[src/rtl/core/mctq_pkg.sv]
// mctq_pkg: shared sizes, codes, descriptor type and index helpers
// for the multi-channel transmit ring queue; no dependencies
package mctq_pkg;

	localparam int DEPTH    = 128;
	localparam int CHANNELS = 3;
	localparam int IDX_W    = $clog2(DEPTH);
	localparam int SLOTS    = CHANNELS * DEPTH;
	localparam int ADDR_W   = $clog2(SLOTS);
	localparam int CSEL_W   = (CHANNELS > 1) ? $clog2(CHANNELS) : 1;
	localparam int CH_W     = 2;
	localparam int ID_W     = 29;
	localparam int LEN_W    = 4;
	localparam int DATA_W   = 64;
	localparam int MARK_W   = 7;
	localparam int FILL_W   = 7;
	localparam int STAT_W   = 2;
	localparam int MAX_LEN  = 8;

	localparam logic OP_ENQ    = 1'b0;
	localparam logic OP_TXDONE = 1'b1;

	localparam logic [STAT_W-1:0] ST_OK      = 2'd0;
	localparam logic [STAT_W-1:0] ST_LEN_REJ = 2'd1;
	localparam logic [STAT_W-1:0] ST_BAD_CH  = 2'd2;

	typedef logic [IDX_W-1:0]  idx_t;
	typedef logic [ADDR_W-1:0] addr_t;
	typedef logic [CSEL_W-1:0] csel_t;

	typedef struct packed {
		logic [STAT_W-1:0] status;
		logic              dropped;
		logic [FILL_W-1:0] fill;
		logic              send;
		logic [CH_W-1:0]   ch;
		logic [MARK_W-1:0] marker;
		logic              wr_en;
		addr_t             wr_addr;
		logic [ID_W-1:0]   id;
		logic [LEN_W-1:0]  len;
		logic [DATA_W-1:0] payload;
		addr_t             rd_addr;
		logic              fwd;
	} desc_t;

	function automatic idx_t idx_adv(idx_t i);
		return (i == idx_t'(DEPTH - 1)) ? '0 : i + idx_t'(1);
	endfunction

	function automatic idx_t idx_level(idx_t w, idx_t r);
		return (w >= r) ? idx_t'(w - r) : idx_t'(DEPTH - int'(r) + int'(w));
	endfunction

	function automatic addr_t slot_addr(csel_t s, idx_t i);
		return addr_t'(s) * addr_t'(DEPTH) + addr_t'(i);
	endfunction

endpackage

[src/rtl/core/mctq_fifo.sv]
// mctq_fifo: two-entry descriptor queue between front and back
// depends on mctq_pkg
module mctq_fifo (
	input  logic            clk,
	input  logic            arst_n,
	input  logic            push_valid,
	output logic            push_ready,
	input  mctq_pkg::desc_t push_desc,
	output logic            pop_valid,
	input  logic            pop_ready,
	output mctq_pkg::desc_t pop_desc
);

	mctq_pkg::desc_t entry_q [2];
	logic            wptr_q;
	logic            rptr_q;
	logic [1:0]      count_q;
	logic            push;
	logic            pop;

	assign push_ready = (count_q != 2'd2);
	assign pop_valid  = (count_q != 2'd0);
	assign pop_desc   = entry_q[rptr_q];
	assign push       = push_valid && push_ready;
	assign pop        = pop_valid && pop_ready;

	always_ff @(posedge clk) begin
		if (push) begin
			entry_q[wptr_q] <= push_desc;
		end
	end

	always_ff @(posedge clk or negedge arst_n) begin
		if (!arst_n) begin
			wptr_q  <= 1'b0;
			rptr_q  <= 1'b0;
			count_q <= 2'd0;
		end else begin
			if (push) begin
				wptr_q <= ~wptr_q;
			end
			if (pop) begin
				rptr_q <= ~rptr_q;
			end
			if (push && !pop) begin
				count_q <= count_q + 2'd1;
			end else if (pop && !push) begin
				count_q <= count_q - 2'd1;
			end
		end
	end

endmodule

[config.mk]
export PLATFORM = sky130hd
export DESIGN_NAME = mctq_fifo
export DESIGN_NICKNAME = d
export VERILOG_FILES = /design/src/rtl/core/mctq_pkg.sv /design/src/rtl/core/mctq_fifo.sv
export SDC_FILE = /design/constraint.sdc
export NUM_CORES = 1
export LEC_CHECK = 0
export CELL_PAD_IN_SITES_DETAIL_PLACEMENT = 0
export CELL_PAD_IN_SITES_GLOBAL_PLACEMENT = 1
export CORE_ASPECT_RATIO = 0.5
export CORE_MARGIN = 4
export CORE_UTILIZATION = 46
export CTS_CLUSTER_SIZE = 25
export DETAILED_ROUTE_END_ITERATION = 8
export DONT_BUFFER_PORTS = 1
export PLACE_DENSITY = 0.74
export SLEW_MARGIN = 0
export SYNTH_ARGS = -nofsm -noshare
export SYNTH_HDL_FRONTEND = slang
export SYNTH_SLANG_ARGS = --single-unit
[constraint.sdc]
create_clock -name clk -period 17.87 [get_ports clk]
set_input_delay 0.8935 -clock clk [delete_from_list [all_inputs] [get_ports clk]]
set_output_delay 0.8935 -clock clk [all_outputs]
set_load 0.005 [all_outputs]
==> summary.txt <==
Layout
  – Final net count: 604
  – Number of diodes: 0
  – Synthesis-to-layout area growth: 11.1%
  – Layout cells sized above 1: 38.9%
  – Number of fillers in the final layout: 1688

Timing
  – Transition time of the tightest slew-check pin: 1.24 ns
  – Final Critical Period: 3.84 ns
  – RSZ-0062 raised after global routing: false
  – Fmax: 260 MHz
  – Total of endpoints with negative setup slack in the final report: 0
  – Total count of hold-check failures in the final report: 0
  – Maximum clock skew at final layout: 0.0129 ns
  – Final slew viol count: 0
  – Tightest hold margin: 0.0630 ns
  – Final TNS setup: 0 ns
  – Final Cycle Share: 21.5%
  – Worst-case headroom to the max-slew limit: 17.5%

Detailed routing
  – First-pass iteration count of the detailed router: 4
  – Length of routed wiring on met1: 6580 um
  – Post-DR vias/cell: 5.24
  – DRC marker count from the first detailed-route iteration: 386
  – Uppermost layer routed: met4
  – Routed wire length: 19000 um
  – Detailed-route via count: 4094
  – Post-route DRC: 0
  – Routed met3 length: 1250 um
  – Antenna viol nets, final: 0
  – Met2 wire len: 10600 um
  – Detail-routed net length per standard cell: 24.3 um

Critical path
  – End point of the critical path: pop_desc[49]
  – Critical Path Source: rptr_q$_DFFE_PN0P_
  – Worst setup path class: reg2out
  – Arrival time reported for the critical path endpoint: 2.95 ns
  – Critical path fanouts, max: 76
  – Kind of cell adding the most delay to the critical path: flip-flops
  – Cell type of the slowest stage on the worst timing path: sky130_fd_sc_hd__dfrtp_4
  – Delay of the slowest critical-path stage: 0.94 ns
  – Worst Path Buf+Inv: 1
  – FF-to-FF End: entry_q[1][16]$_DFFE_PP_
  – Crit path launch type: register
  – Cell-by-cell trace of the critical path: buf_4 > mux2_2
  – Worst path depth: 2
  – Path depth of the worst reg2reg path: 4
  – Reg-to-reg slack, setup: 14.99 ns
  – Worst setup EP type: primary output
  – Origin of the critical flop-to-flop path: count_q[0]$_DFFE_PN0P_
  – Critical path data required time: 16.98 ns

Synthesis
  – Main combinational cell family by area after synthesis: multiplexers
  – Yosys warning count: 0
  – Count of flip-flops with a built-in enable after synthesis: 274
  – Fraction of synthesized cell area taken by the top area cell type: 81.2%
  – Portion of netlist area occupied by mux cells: 15.2%
  – Top cells by count, synth: 274 x sky130_fd_sc_hd__edfxtp_1, 137 x sky130_fd_sc_hd__mux2_2, 14 x sky130_fd_sc_hd__buf_6
  – Synth async-reset ratio: 1.44%
  – Parity-gate share of the synthesized area counting xor and xnor cells: 0.432%
  – Mapped Area: 10100 um^2
  – Compound-Gate Fraction of Synth Area: 0%
  – Largest area contributor in the synthesized netlist: sky130_fd_sc_hd__edfxtp_1
  – Average footprint of a synthesized cell: 22.8 um^2
  – Gate Count Post-Synth: 444
  – Number of register bits inferred by synthesis: 278
  – Sequential fraction of the synthesis area: 82.2%
  – Synthesized Nets: 586
  – Distinct cells, synth: 14
  – Fraction of the mapped netlist area in adder cells: 0.124%
  – Most used flip-flop cell after synthesis: sky130_fd_sc_hd__edfxtp_1
  – Top area cells in the synthesized netlist: sky130_fd_sc_hd__edfxtp_1 81%, sky130_fd_sc_hd__mux2_2 15%, sky130_fd_sc_hd__buf_6 1.6%
  – Dominant cell by count in the synthesized netlist: sky130_fd_sc_hd__edfxtp_1
  – Area share of and/or/nand/nor cells after synthesis: 0.334%

Pwr
  – Leakage power summed over all cells: 3.62 nW
  – Post-layout total power: 1.89 mW
  – Power density cells: 168 nW/um^2
  – VDD IR-drop max: 0.0966 mV

Clock tree
  – Clock transition at the register clock pins on the worst setup and hold paths after CTS: 0.07 ns
  – CTS Hold Buffers Added: 0
  – Resized cells post-CTS: 0
  – Post-CTS repair timing setup buffer count: 0
  – Root buffer cell: sky130_fd_sc_hd__clkbuf_16
  – TritonCTS Buffers: 25
  – Number of H-tree levels: 1
  – Maximum buffer depth of the clock tree: 3
  – TritonCTS clock tree: yes
  – TritonCTS Sinks: 278
  – Clock Latency Late Sink: 0.53 ns

Floorplan
  – Number of rows in the core area: 38
  – Starting density of the core: 46.8%
  – Number of placed I/O pins: 280
  – Vertical die dimension: 113 um
  – Die Outline Area: 24600 um^2
  – Floorplan core area: 21600 um^2
  – Horizontal extent of the die: 218 um

Flow run
  – # Max-Cap Violations: 0

GRT
  – Leftover overflow at the end of global routing: 0
  – Pin count of the biggest net entering global routing: 91
  – Global routing usage summed across all routing layers: 15.0%
  – First-pass GRT wire length: 27700 um
  – Number of antenna violations at the first check in global routing: 0
  – Vias in the first global route: 4306

Place
  – Post-DP HPWL: 12500 um
  – Port Buffers: 0
  – Final weighted congestion of routability-driven global placement: 0.716

Hold path
  – Worst min-delay path category: in2async

Run status
  – Outcome: finished, final reports clean
==> placed cells by master, fill, tap and decap left out, drive strengths merged <==
cell,count
clkbuf,26
edfxtp,274
nand2b,1
clkinv,10
bufinv,4
and3,1
ha,1
nor2,2
clkinvlp,2
dfrtp,4
nand2,2
xnor2,3
mux2,137
inv,5
or2,1
buf,6
xor2,2
==> report_power, final <==
part / leakage, nW / total, mW / switching (mW) / internal (mW)
combinational: 0.618 / 0.387 / 0.221 / 0.166
sequential: 2.59 / 0.951 / 0.0583 / 0.893
clock: 0.412 / 0.548 / 0.231 / 0.317
total: 3.62 / 1.89 / 0.511 / 1.38
==> metal layers <==
| metal | global-route usage (%) | vias up |
|---|---|---|
| met5 | 0 | - |
| met4 | 4.42 | 0 |
| met3 | 4.91 | 37 |
| met2 | 28.3 | 118 |
| met1 | 16.2 | 2135 |
| li1 | - | 1804 |
==> final cells by class <==
cell class | instances | area, um^2 | area share, %
timing repair buffer | 6 | 45.0 | 0.400
clock inverter | 20 | 218 | 1.94
multi-input combinational | 150 | 1650 | 14.6
tap | 300 | 375 | 3.34
sequential | 278 | 8330 | 74.1
inverter | 1 | 3.75 | 0.0334
clock buffer | 26 | 629 | 5.60
==> sequential cells by signal, indices dropped and copies added, names as in the netlist <==
signal	count
count_q	2
entry_q	274
rptr_q	1
wptr_q	1
==> per-stage QoR <==
stage | util (%) | cells | setup slack, ns | instance area [um^2]
floorplan | - | 444 | 10.56 | 10100
global placement | 48.1 | 735 | 14.56 | 10400
global route | 52.0 | 781 | 13.84 | 11200
detailed placement | 48.1 | 735 | 14.53 | 10400
CTS | 52.0 | 781 | 13.96 | 11200
finish | 52.0 | 781 | 14.03 | 11200
==> worst min path at each step <==
stage	startpoint	endpoint	cells after the start
2_1_floorplan	count_q[1]$_DFFE_PN0P_	count_q[1]$_DFFE_PN0P_	1
3_3_place_gp	count_q[1]$_DFFE_PN0P_	count_q[1]$_DFFE_PN0P_	1
3_5_place_dp	count_q[1]$_DFFE_PN0P_	count_q[1]$_DFFE_PN0P_	1
4_1_cts	arst_n	count_q[1]$_DFFE_PN0P_	0
5_1_grt	arst_n	count_q[0]$_DFFE_PN0P_	0
6_report	arst_n	count_q[1]$_DFFE_PN0P_	0
==> cell families after synthesis <==
| family | count (synthesis) |
|---|---|
| DFF | 278 |
| muxes | 137 |
| buffers and inverters | 16 |
| and+or+nand+nor | 7 |
| xor gates and xnor gates | 5 |
| adders and majority gates | 1 |
No activity file was read; power rests on OpenSTA's default activity.
