File: config.mk
export PLATFORM = sky130hd
export DESIGN_NAME = mctq_front
export DESIGN_NICKNAME = d
export VERILOG_FILES = /design/src/rtl/core/mctq_pkg.sv /design/src/rtl/core/mctq_front.sv
export SDC_FILE = /design/constraint.sdc
export NUM_CORES = 1
export LEC_CHECK = 0
export BUFFER_PORTS_ARGS = -buffer_cell sky130_fd_sc_hd__buf_2
export CAP_MARGIN = 15
export CORE_ASPECT_RATIO = 1.5
export CORE_MARGIN = 2
export CORE_UTILIZATION = 48
export CTS_CLUSTER_DIAMETER = 150
export DETAILED_ROUTE_END_ITERATION = 6
export GPL_TIMING_DRIVEN = 0
export PLACE_DENSITY_LB_ADDON = 0.05
export REMOVE_ABC_BUFFERS = 1
export SLEW_MARGIN = 20
export SYNTH_ARGS = -nofsm -noshare
export SYNTH_HDL_FRONTEND = slang
export SYNTH_SLANG_ARGS = --single-unit
File: constraint.sdc
create_clock -name clk -period 9.1 [get_ports clk]
set_input_delay 0.91 -clock clk [delete_from_list [all_inputs] [get_ports clk]]
set_output_delay 0.91 -clock clk [all_outputs]
set_load 0.005 [all_outputs]
File: src/rtl/core/mctq_pkg.sv
// mctq_pkg: shared sizes, codes, descriptor type and index helpers
// for the multi-channel transmit ring queue; no dependencies
package mctq_pkg;

	localparam int DEPTH    = 128;
	localparam int CHANNELS = 3;
	localparam int IDX_W    = $clog2(DEPTH);
	localparam int SLOTS    = CHANNELS * DEPTH;
	localparam int ADDR_W   = $clog2(SLOTS);
	localparam int CSEL_W   = (CHANNELS > 1) ? $clog2(CHANNELS) : 1;
	localparam int CH_W     = 2;
	localparam int ID_W     = 29;
	localparam int LEN_W    = 4;
	localparam int DATA_W   = 64;
	localparam int MARK_W   = 7;
	localparam int FILL_W   = 7;
	localparam int STAT_W   = 2;
	localparam int MAX_LEN  = 8;

	localparam logic OP_ENQ    = 1'b0;
	localparam logic OP_TXDONE = 1'b1;

	localparam logic [STAT_W-1:0] ST_OK      = 2'd0;
	localparam logic [STAT_W-1:0] ST_LEN_REJ = 2'd1;
	localparam logic [STAT_W-1:0] ST_BAD_CH  = 2'd2;

	typedef logic [IDX_W-1:0]  idx_t;
	typedef logic [ADDR_W-1:0] addr_t;
	typedef logic [CSEL_W-1:0] csel_t;

	typedef struct packed {
		logic [STAT_W-1:0] status;
		logic              dropped;
		logic [FILL_W-1:0] fill;
		logic              send;
		logic [CH_W-1:0]   ch;
		logic [MARK_W-1:0] marker;
		logic              wr_en;
		addr_t             wr_addr;
		logic [ID_W-1:0]   id;
		logic [LEN_W-1:0]  len;
		logic [DATA_W-1:0] payload;
		addr_t             rd_addr;
		logic              fwd;
	} desc_t;

	function automatic idx_t idx_adv(idx_t i);
		return (i == idx_t'(DEPTH - 1)) ? '0 : i + idx_t'(1);
	endfunction

	function automatic idx_t idx_level(idx_t w, idx_t r);
		return (w >= r) ? idx_t'(w - r) : idx_t'(DEPTH - int'(r) + int'(w));
	endfunction

	function automatic addr_t slot_addr(csel_t s, idx_t i);
		return addr_t'(s) * addr_t'(DEPTH) + addr_t'(i);
	endfunction

endpackage

File: src/rtl/core/mctq_front.sv
// mctq_front: accepts items, checks them, keeps per-channel ring indices
// and emits one descriptor per item; depends on mctq_pkg
module mctq_front (
	input  logic                          clk,
	input  logic                          arst_n,
	input  logic                          req_valid,
	output logic                          req_ready,
	input  logic                          op,
	input  logic [mctq_pkg::CH_W-1:0]     channel,
	input  logic [mctq_pkg::ID_W-1:0]     frame_id,
	input  logic [mctq_pkg::LEN_W-1:0]    frame_len,
	input  logic [mctq_pkg::DATA_W-1:0]   payload,
	input  logic                          hw_fifo_has_space,
	output logic                          push_valid,
	input  logic                          push_ready,
	output mctq_pkg::desc_t               push_desc
);

	mctq_pkg::idx_t wr_idx_q [mctq_pkg::CHANNELS];
	mctq_pkg::idx_t rd_idx_q [mctq_pkg::CHANNELS];

	logic                            chan_ok;
	logic                            len_bad;
	logic                            do_ok;
	logic                            enq;
	logic                            full;
	logic                            send;
	mctq_pkg::csel_t                 sel;
	mctq_pkg::idx_t                  w0;
	mctq_pkg::idx_t                  r0;
	mctq_pkg::idx_t                  r1;
	mctq_pkg::idx_t                  w1;
	mctq_pkg::idx_t                  r2;
	logic [mctq_pkg::STAT_W-1:0]     status_c;

	assign chan_ok = 32'(channel) < mctq_pkg::CHANNELS;
	assign len_bad = (op == mctq_pkg::OP_ENQ) && (32'(frame_len) > mctq_pkg::MAX_LEN);
	assign sel     = chan_ok ? mctq_pkg::csel_t'(channel) : '0;
	assign w0      = wr_idx_q[sel];
	assign r0      = rd_idx_q[sel];

	always_comb begin
		if (len_bad) begin
			status_c = mctq_pkg::ST_LEN_REJ;
		end else if (!chan_ok) begin
			status_c = mctq_pkg::ST_BAD_CH;
		end else begin
			status_c = mctq_pkg::ST_OK;
		end
	end

	assign do_ok = (status_c == mctq_pkg::ST_OK);
	assign enq   = do_ok && (op == mctq_pkg::OP_ENQ);
	assign full  = 32'(mctq_pkg::idx_level(w0, r0)) >= (mctq_pkg::DEPTH - 1);
	assign r1    = (enq && full) ? mctq_pkg::idx_adv(r0) : r0;
	assign w1    = enq ? mctq_pkg::idx_adv(w0) : w0;
	assign send  = do_ok && (r1 != w1) && hw_fifo_has_space;
	assign r2    = send ? mctq_pkg::idx_adv(r1) : r1;

	assign req_ready  = push_ready;
	assign push_valid = req_valid;

	always_comb begin
		push_desc         = '0;
		push_desc.status  = status_c;
		push_desc.dropped = enq && full;
		push_desc.fill    = chan_ok ?
			mctq_pkg::FILL_W'(mctq_pkg::idx_level(w1, r2)) : '0;
		push_desc.send    = send;
		push_desc.ch      = send ? channel : '0;
		push_desc.marker  = send ? mctq_pkg::MARK_W'(r1) : '0;
		push_desc.wr_en   = enq;
		push_desc.wr_addr = mctq_pkg::slot_addr(sel, w0);
		push_desc.id      = frame_id;
		push_desc.len     = frame_len;
		push_desc.payload = payload;
		push_desc.rd_addr = mctq_pkg::slot_addr(sel, r1);
		push_desc.fwd     = enq && (r1 == w0);
	end

	always_ff @(posedge clk or negedge arst_n) begin
		if (!arst_n) begin
			for (int i = 0; i < mctq_pkg::CHANNELS; i++) begin
				wr_idx_q[i] <= '0;
				rd_idx_q[i] <= '0;
			end
		end else if (req_valid && req_ready && chan_ok) begin
			wr_idx_q[sel] <= w1;
			rd_idx_q[sel] <= r2;
		end
	end

endmodule

==> results by stage, run 1 <==
STA:
- For the pin with the worst max-slew slack, the measured transition is ~1.1 ns.
- The share of the cycle needed by the critical path after routing is 95.06%.
- The accumulated negative setup slack is 0 ns.
- Setup repair after global routing left no endpoint under its margin.
- The number of slew-limit violations in the final report was 0.
- The relative max-transition margin is ~29%.
- The count of final setup violators is 0.
- For the finished layout, the period the worst path requires is a little under 9 ns.
- The final worst hold slack is approximately 0.48 ns.
- Static timing analysis puts the maximum clock frequency at roughly 0.12 GHz.
- The clock tree skew after final layout is approximately 0.0076 ns.
- Across all setup checks in the final design, the least slack found is about 0.45 ns.
- The count of final hold-check violations is 0.

Layout:
- The number of antenna cells inserted is 0.
- From synthesis to final layout, the design area changed by -1.584%.
- The proportion of layout cells with a drive suffix above 1 is ~23%.
- At the end of the flow, the number of nets in the layout was 674.
- The final instance area is between 0.004 and 0.005 mm^2.

Yosys:
- The number of cells produced by synthesis is roughly 600.
- A synthesized cell averages ~8.3 um^2.
- The sequential element share of the synthesized area is a little over a fifth.
- The area share of the largest cell type after synthesis is between 20% and 30%.
- The number of library cell types mapped by synthesis is 76.
- The prevailing post-synth register cell is dfrtp_1.
- After synthesis, the most frequently instantiated cells are buf_4 (106), nand2_1 (64), dfrtp_1 (42), o21ai_0 (37), nor2_1 (29).
- The most area-hungry cell type in the Yosys netlist is dfrtp_1.
- The most instantiated library cell after synthesis is buf_4.
- Yosys printed 0 warnings.
- In the synthesized netlist the async set-or-reset flop fraction comes to between 90% and 100%.
- The number of synthesized register bits is 42.
- By area the synthesized netlist is led by dfrtp_1 (21%), buf_4 (16%), mux2i_1 (5.2%), xnor2_1 (4.9%), nand2_1 (4.8%).
- In this run, synthesis inferred 0 flip-flops with an integrated enable.
- Summing every instance area after synthesis gives around 0.005 mm^2.

Drt:
- The per-cell via count in the routed design is around 6.3.
- In this run, the number of DRC markers left after iteration 0 of detailed routing was slightly above 300.
- The final wirelength is roughly 25 mm.
- Once detail routing completed, the nets flagged for antenna violations numbered 0.
- The iteration count of the initial detailed-routing pass is 7.
- Detailed routing placed a total of approximately 11 mm of wire on met2.
- In the final routed layout, each cell accounts on average for between 30 and 40 um.
- The total number of vias is 4215.
- For this run, design rule violations remaining after detail routing come to 0.
- For this block, wires on met1 add up to roughly 6.3 mm.
- The routed design uses about 4.4 mm of met3 wire.
- The highest metal layer carrying signal wires in the routed design is met5.

GRT:
- The number of global-route vias before repair is just under 4k.
- The maximum number of pins on one net before global-route repair is between 40 and 50.
- The remaining global-route overflow is 0.
- The wire length of the first global-routing pass is approximately 33 mm.
- The initial antenna violation count is 0.
- The overall routing resource usage is roughly 44%.

Die:
- During I/O placement, the number of pins put on the boundary was roughly 240.
- The floorplan step set the die width to 87.12 um.
- The area of the die is approximately 0.011 mm^2.
- For this configuration, the core starts out at a cell density of roughly half.
- The die height is between 100 and 150 um.
- The placement row count is between 40 and 50.
- In this run the standard cell core region covers 0.01013 mm^2.

Setup path:
- The type of the worst setup path is input port to output port.
- The kind of launch point of the worst setup path is an input port.
- The path depth of the worst reg2reg path is 15.
- The most numerous cell type found on the critical path is inv_1.
- The critical path data required time is between 8 and 9 ns.
- STA classifies the critical path endpoint as an output port.
- Setup slack on the worst reg-to-reg path comes out at roughly 4.2 ns.
- In this run the critical register-to-register path is launched from rd_idx_q[16].
- The delay of the slowest cell on the worst path is ~0.47 ns.
- The capture point of the worst reg-to-reg path is rd_idx_q[1].
- The largest fanout on the critical path is 18.
- Data on the critical path arrives at its endpoint at around 7.7 ns.
- The largest individual stage delay along the critical path comes from the cell nor4_4.

Clocking:
- Clock tree synthesis selected as its root buffer the cell clkbuf_16.
- The buffer depth of the longest clock path is 2.
- For this design, the CTS-stage hold fixing added 0 buffers.
- The clock input transition at the sequential cells of the worst setup and hold paths is roughly 0.07 ns.
- The CTS tree is built.
- The sink count of the clock tree is between 40 and 50.
- The insertion delay of the later-clocked pin in the worst-skew pair is ~0.30 ns.
- The number of buffers created by CTS is 5.
- The H-tree was split into 2 levels.

Placed design:
- Once placement finished, the instance area stood at ~0.0046 mm^2.
- Timing analysis after detailed placement gives a worst setup slack of -0.4527 ns.
- The placed wire-length estimate after detailed placement is between 20 and 25 mm.
- The final weighted congestion in routability-driven placement is ~1.0.
- Port buffering added 57 buffers.

Pwr:
- Summed over all cells, the static leakage comes to roughly 2.2 nW.
- For this design the ratio of total power to cell area is 193.4 mW/mm^2.
- The worst IR drop on VDD is ~0.12 mV.

Worst hold path:
- In this run the worst hold path is classified as register to register.
- The worst hold path cell count is 2.
- The endpoint of the worst hold-timing path is wr_idx_q[14].
- In this run the most critical hold path is launched from wr_idx_q[14].

Run status:
- The flow ran to the end, and the final reports show no timing, DRC or antenna violations.

Flow run:
- The tool flagged a number of max-cap violations equal to 0.
## logic make-up (layout without fill, tap and decap cells)
group,count (synthesis),in the layout,share of synthesized area (%)
adders and majority gates,21,21,5.584
AOI/OAI and AO/OA,138,138,21.30
xor gates and xnor gates,40,40,7.470
DFF,42,42,21.13
and+or+nand+nor,176,176,18.03
buffers and inverters,151,102,20.17
muxes,30,30,6.313
## worst max-delay path by stage
stage	startpoint	endpoint	slack, ns	cells after the start
global placement	channel[1]	push_desc[133]	-1.58	32
floorplan	channel[1]	push_desc[133]	0.06	30
finish	channel[1]	push_desc[133]	0.45	33
CTS	channel[1]	push_desc[133]	0.007	34
global route	channel[1]	push_desc[133]	0.004	32
detailed placement	channel[1]	push_desc[133]	-0.45	33
## power by group
group	total, mW	internal, mW	switching [mW]
sequential	0.237	0.214	0.0228
clock	0.194	0.105	0.0893
combinational	0.516	0.216	0.300
total	0.947	0.535	0.412
## cells in the final DEF (no fill, tap or decap), types with 17 or more instances in the layout
cell,synthesis,routed
o21ai_0,37,37
xnor2_1,28,27
inv_1,21,21
nand2_1,64,64
buf_2,7,56
a21oi_1,21,19
mux2i_1,26,25
nor2_1,29,29
ha_1,19,17
dfrtp_1,42,42
## metrics by stage
| stage | cells | util, % | power [mW] |
|---|---|---|---|
| floorplan | 470 | - | 0.5847 |
| global placement | 644 | 44.30 | 0.7204 |
| detailed placement | 646 | 44.94 | 0.7257 |
| CTS | 659 | 46.86 | 0.9277 |
| global route | 666 | 48.31 | 1.009 |
| finish | 666 | 48.31 | 0.9471 |
## metal layers
| metal | vias up | track usage, % |
|---|---|---|
| met5 | - | 3.636 |
| met4 | 2 | 41.99 |
| met3 | 108 | 32.39 |
| met2 | 309 | 67.44 |
| met1 | 1917 | 33.95 |
| li1 | 1879 | - |
## repair_timing
item,4_1_cts,5_1_grt
pin swaps,0,2
setup endpoints to repair,1,1
resized for setup,1,14
buffers inserted,5,7
## sequential cells by signal, indices dropped and copies added (netlist names)
name / flops
wr_idx_q: 21
rd_idx_q: 21
## critical path, delay by kind of cell
| family | cells | cell delay [ns] |
|---|---|---|
| simple gates | 5 | 1.45 |
| xor+xnor | 1 | 0.16 |
| mux | 2 | 0.71 |
| buf+inv | 10 | 1.17 |
| fa+ha+maj | 4 | 1.08 |
| compound gates | 11 | 2.26 |
## final cells by class
| type | instances | area (um^2) |
|---|---|---|
| Tap cell | 117 | 146.4 |
| Multi-Input combinational cell | 405 | 3028 |
| Inverter | 23 | 86.33 |
| Timing Repair Buffer | 71 | 432.9 |
| Fill cell | 1013 | 5239 |
| Clock buffer | 5 | 125.1 |
| Clock inverter | 3 | 26.28 |
| Sequential cell | 42 | 1051 |
Power figures use the tool's default switching activity.
==> run 2: changes to the inputs <==
ABC_AREA = 1   (was default)
==> run 2 against run 1 <==
First-iteration DRC count up 12%. Clock skew down 0.0028 ns. Critical endpoint unchanged. Wire length increased by 9.2%.
==> results by stage, run 2 <==
GRT:
- The wire length of the first global-routing pass is about 36 mm.
- Entering global routing, the biggest net connects 43 pins.
- The initial antenna violation count is 0.
- In the global route stage, overall resource usage came out at between 40% and 50%.
- The number of global-route vias before repair was 4474.
- The total overflow left after global routing is 0.

Drt:
- In the routed design, unresolved DRC markers number 0.
- The iteration count of the initial detailed-routing pass is 5.
- Dividing the detail-routed via count by the number of cells gives about 5.6.
- Wires add up to ~27 mm.
- In the final routed layout, each cell accounts on average for roughly 31 um.
- After the first detailed-routing iteration, the DRC count stood at ~340.
- The detail route stage leaves a number of antenna-violating nets equal to 0.
- The total number of vias is 4941.

Yosys:
- The sequential element share of the synthesized area is between 20% and 30%.
- The synthesized netlist contains 42 unique library cells.
- The most instantiated library cell after synthesis is nand2_1.
- The combined area of all synthesized cells is roughly 0.005 mm^2.
- In the synthesized netlist the dominant register cell turns out to be dfrtp_1.
- The synthesis warning total is 0.
- In this run the mean area of a mapped cell was 6.317 um^2.
- After synthesis the netlist holds a flip-flop and latch count of 42.
- The share of flip-flops with an asynchronous set or reset after synthesis is 100.0%.
- The biggest area contributor in the post-synthesis netlist is dfrtp_1.
- Counting flops with a built-in enable in the synthesized netlist gives 0.
- By area the synthesized netlist is led by dfrtp_1 (21%), nand2_1 (20%), buf_4 (16%), nand3_1 (7.5%), inv_1 (6.2%).
- The number of cells produced by synthesis is 802.
- The commonest cells after synthesis are nand2_1 (264), buf_4 (106), inv_1 (84), nand3_1 (76), nor2_1 (47).
- Summed over its instances, the top area cell type makes up a little over 20% of the synthesized netlist area.

Setup path:
- The worst setup path is captured at an output port.
- The delay of the slowest cell on the worst path is 0.45 ns.
- The setup slack of the most critical reg-to-reg path is between 4 and 5 ns.
- The path depth of the worst reg2reg path is 22.
- The capture point of the worst reg-to-reg path is rd_idx_q[17].
- The startpoint identified for the worst register-to-register timing path is wr_idx_q[7].
- STA classifies the critical path startpoint as an input port.
- On the critical path, the stage with the largest delay is an instance of ha_2.
- Data on the critical path is required at its endpoint by roughly 8.2 ns.
- The endpoint arrival time on the critical path is ~7.6 ns.
- The type of the worst setup path is input port to output port.
- The largest fanout on the critical path is 30.

STA:
- Setup repair after global routing left no endpoint under its margin.
- The relative max-transition margin is around 31%.
- The clock tree skew after final layout is 0.004811 ns.
- Dividing the final minimum period by the clock period gives approximately 94%.
- The number of slew-limit violations in the final report is 0.
- The accumulated negative setup slack is 0 ns.
- The count of final setup violators is 0.
- After layout, the minimum clock period comes to 8.555 ns.
- The count of final hold-check violations is 0.
- The worst-margin pin slew is around 1 ns.
- The fmax is 0.1169 GHz.

Die:
- The floorplan has 45 rows.
- In this run the standard cell core region covers approximately 0.010 mm^2.
- In this run the horizontal extent of the chip is 87.88 um.
- The die height is ~130 um.
- The initial cell density of the core is 49.71%.
- The I/O pin count is 244.
- The area of the die is 0.01141 mm^2.

Placed design:
- The placed instances occupy a cell area of roughly 0.0046 mm^2.
- Buffers placed on the I/O ports in this run total 57.
- Once detailed placement completed, the half-perimeter wirelength came to 22.41 mm.
- Routability-driven placement finished with a final weighted congestion of between 1 and 1.5.

Pwr:
- The fraction of power consumed by the clock network is about 15%.
- The cell leakage power is 2.678 nW.
- Of the total power, the share spent switching nets is approximately half.
- The net switching component of the power is 0.5867 mW.
- Power spread over the standard cell area amounts to ~240 mW/mm^2.
- The worst IR drop on VDD is ~0.15 mV.
- The internal portion of total power is between 0.5 and 0.6 mW.
- The part of the total power dissipated in sequential elements is between 20% and 30%.
- Of the total power, combinational logic draws about three fifths.

Layout:
- The finished cells cover 0.004795 mm^2.
- The number of fillers in the final layout is between 1k and 1.5k.
- After the last flow step, the layout net total stands at 871.
- 0 antenna diodes ended up in the layout.
- Leaving out fill and tap cells, the most frequent cell in the layout is nand2_1.
- Leaving out fill and tap cells, the most frequent cells in the layout are nand2_1 (264), inv_1 (84), nand3_1 (76).
- The area overhead of the layout relative to synthesis is -5.359%.
- The largest registers in the layout are rd_idx_q: 21 flops, wr_idx_q: 21 flops.
- The proportion of layout cells with a drive suffix above 1 is 16.80%.

Clocking:
- The clock input transition at the sequential cells of the worst setup and hold paths is around 0.06 ns.
- The sink count of the clock tree is 42.
- The clock reaches the later pin of the worst-skew pair after 0.29 ns.
- TritonCTS created 5 clock buffers.
- The H-tree was split into 2 levels.
- The cell at the root of the clock tree is clkbuf_16.
- The buffer depth of the longest clock path is 2.
- TritonCTS built the clock tree.
- The cts-stage hold buffer count is 0.

Run status:
- The run finished with clean final reports.

Flow run:
- Across the run, the number of max-cap violations was 0.

Worst hold path:
- The worst hold path passes through 2 cells.
- The tightest min-delay check is of the register to register type.
- The launch instance of the worst min-delay path is rd_idx_q[19].
- The endpoint of the worst hold-timing path is rd_idx_q[19].
## run 2: cell types whose count changed after synthesis, sizes merged, moves of 7 or more
cell,delta
nor2,+29
a21oi,-7
nand3,+65
mux2i,-28
or3,-7
xnor2,-26
a21o,-14
o2bb2ai,-12
nor2b,-7
inv,+67
nand2,+223
and2,-11
## run 2: worst max-delay path by stage
stage | startpoint | endpoint | slack, ns | depth (start not counted)
finish | channel[0] | push_desc[133] | 0.55 | 41
global placement | channel[0] | push_desc[133] | 0.06 | 41
CTS | channel[0] | push_desc[133] | 0.29 | 41
floorplan | channel[1] | push_desc[133] | 1.77 | 39
global route | channel[0] | push_desc[133] | 0.08 | 41
detailed placement | channel[0] | push_desc[133] | 0.003 | 41
## run 2: metrics by stage
step | total power, mW | setup slack, ns | util, % | hold WS (ns) | instances
after floorplan | 0.7506 | 1.772 | - | 0.4410 | 681
after global placement | 0.9589 | 0.06012 | 45.40 | 0.4566 | 879
after detailed placement | 0.9711 | 0.003143 | 45.45 | 0.4657 | 879
after CTS | 1.150 | 0.2894 | 46.84 | 0.4816 | 885
after global routing | 1.250 | 0.08085 | 47.05 | 0.5018 | 885
final | 1.162 | 0.5451 | 47.05 | 0.4819 | 885
## run 2: layout make-up
class,instances,area [um^2],area share [%]
multi-input cells,549,2795,58.30
well taps,141,176.4,3.680
inverters,90,345.3,7.202
flip-flops and latches,42,1051,21.92
repair buffers,57,287.8,6.002
clock buffers,6,138.9,2.897
## run 2: power groups by stage
stage | logic [mW] | clock network [mW] | registers, mW
finish | 0.710 | 0.178 | 0.275
global route | 0.785 | 0.185 | 0.280
CTS | 0.700 | 0.178 | 0.273
detailed placement | 0.695 | 0 | 0.276
global placement | 0.685 | 0 | 0.274
floorplan | 0.481 | 0 | 0.269
## run 2: kinds of logic after synthesis
family,count (synthesis),share of synthesized area [%]
buffers and inverters,211,24.55
DFF,42,20.75
and+or+nand+nor,447,39.57
AOI/OAI and AO/OA,73,8.274
adders and majority gates,21,5.483
xor gates and xnor gates,8,1.383
## run 2: critical path: cells and delay by family
kind	cells	cell delay, ns
buffers and inverters	9	1.03
AOI/OAI and AO/OA	4	0.93
and+or+nand+nor	22	2.84
adders and majority gates	6	1.88
## run 2: what timing repair did
action	in CTS	in global routing
buffers inserted	0	0
pin swaps	0	0
gates resized for setup	1	4
endpoints found under the setup margin	1	1
## run 2: routing by layer
metal | vias up | GRT usage, % | routed length (um)
li1 | 2298 | - | -
met5 | - | 2.727 | 0
met4 | 0 | 44.98 | 3584
met3 | 133 | 40.23 | 5339
met2 | 334 | 72.82 | 11520
met1 | 2176 | 34.75 | 6631
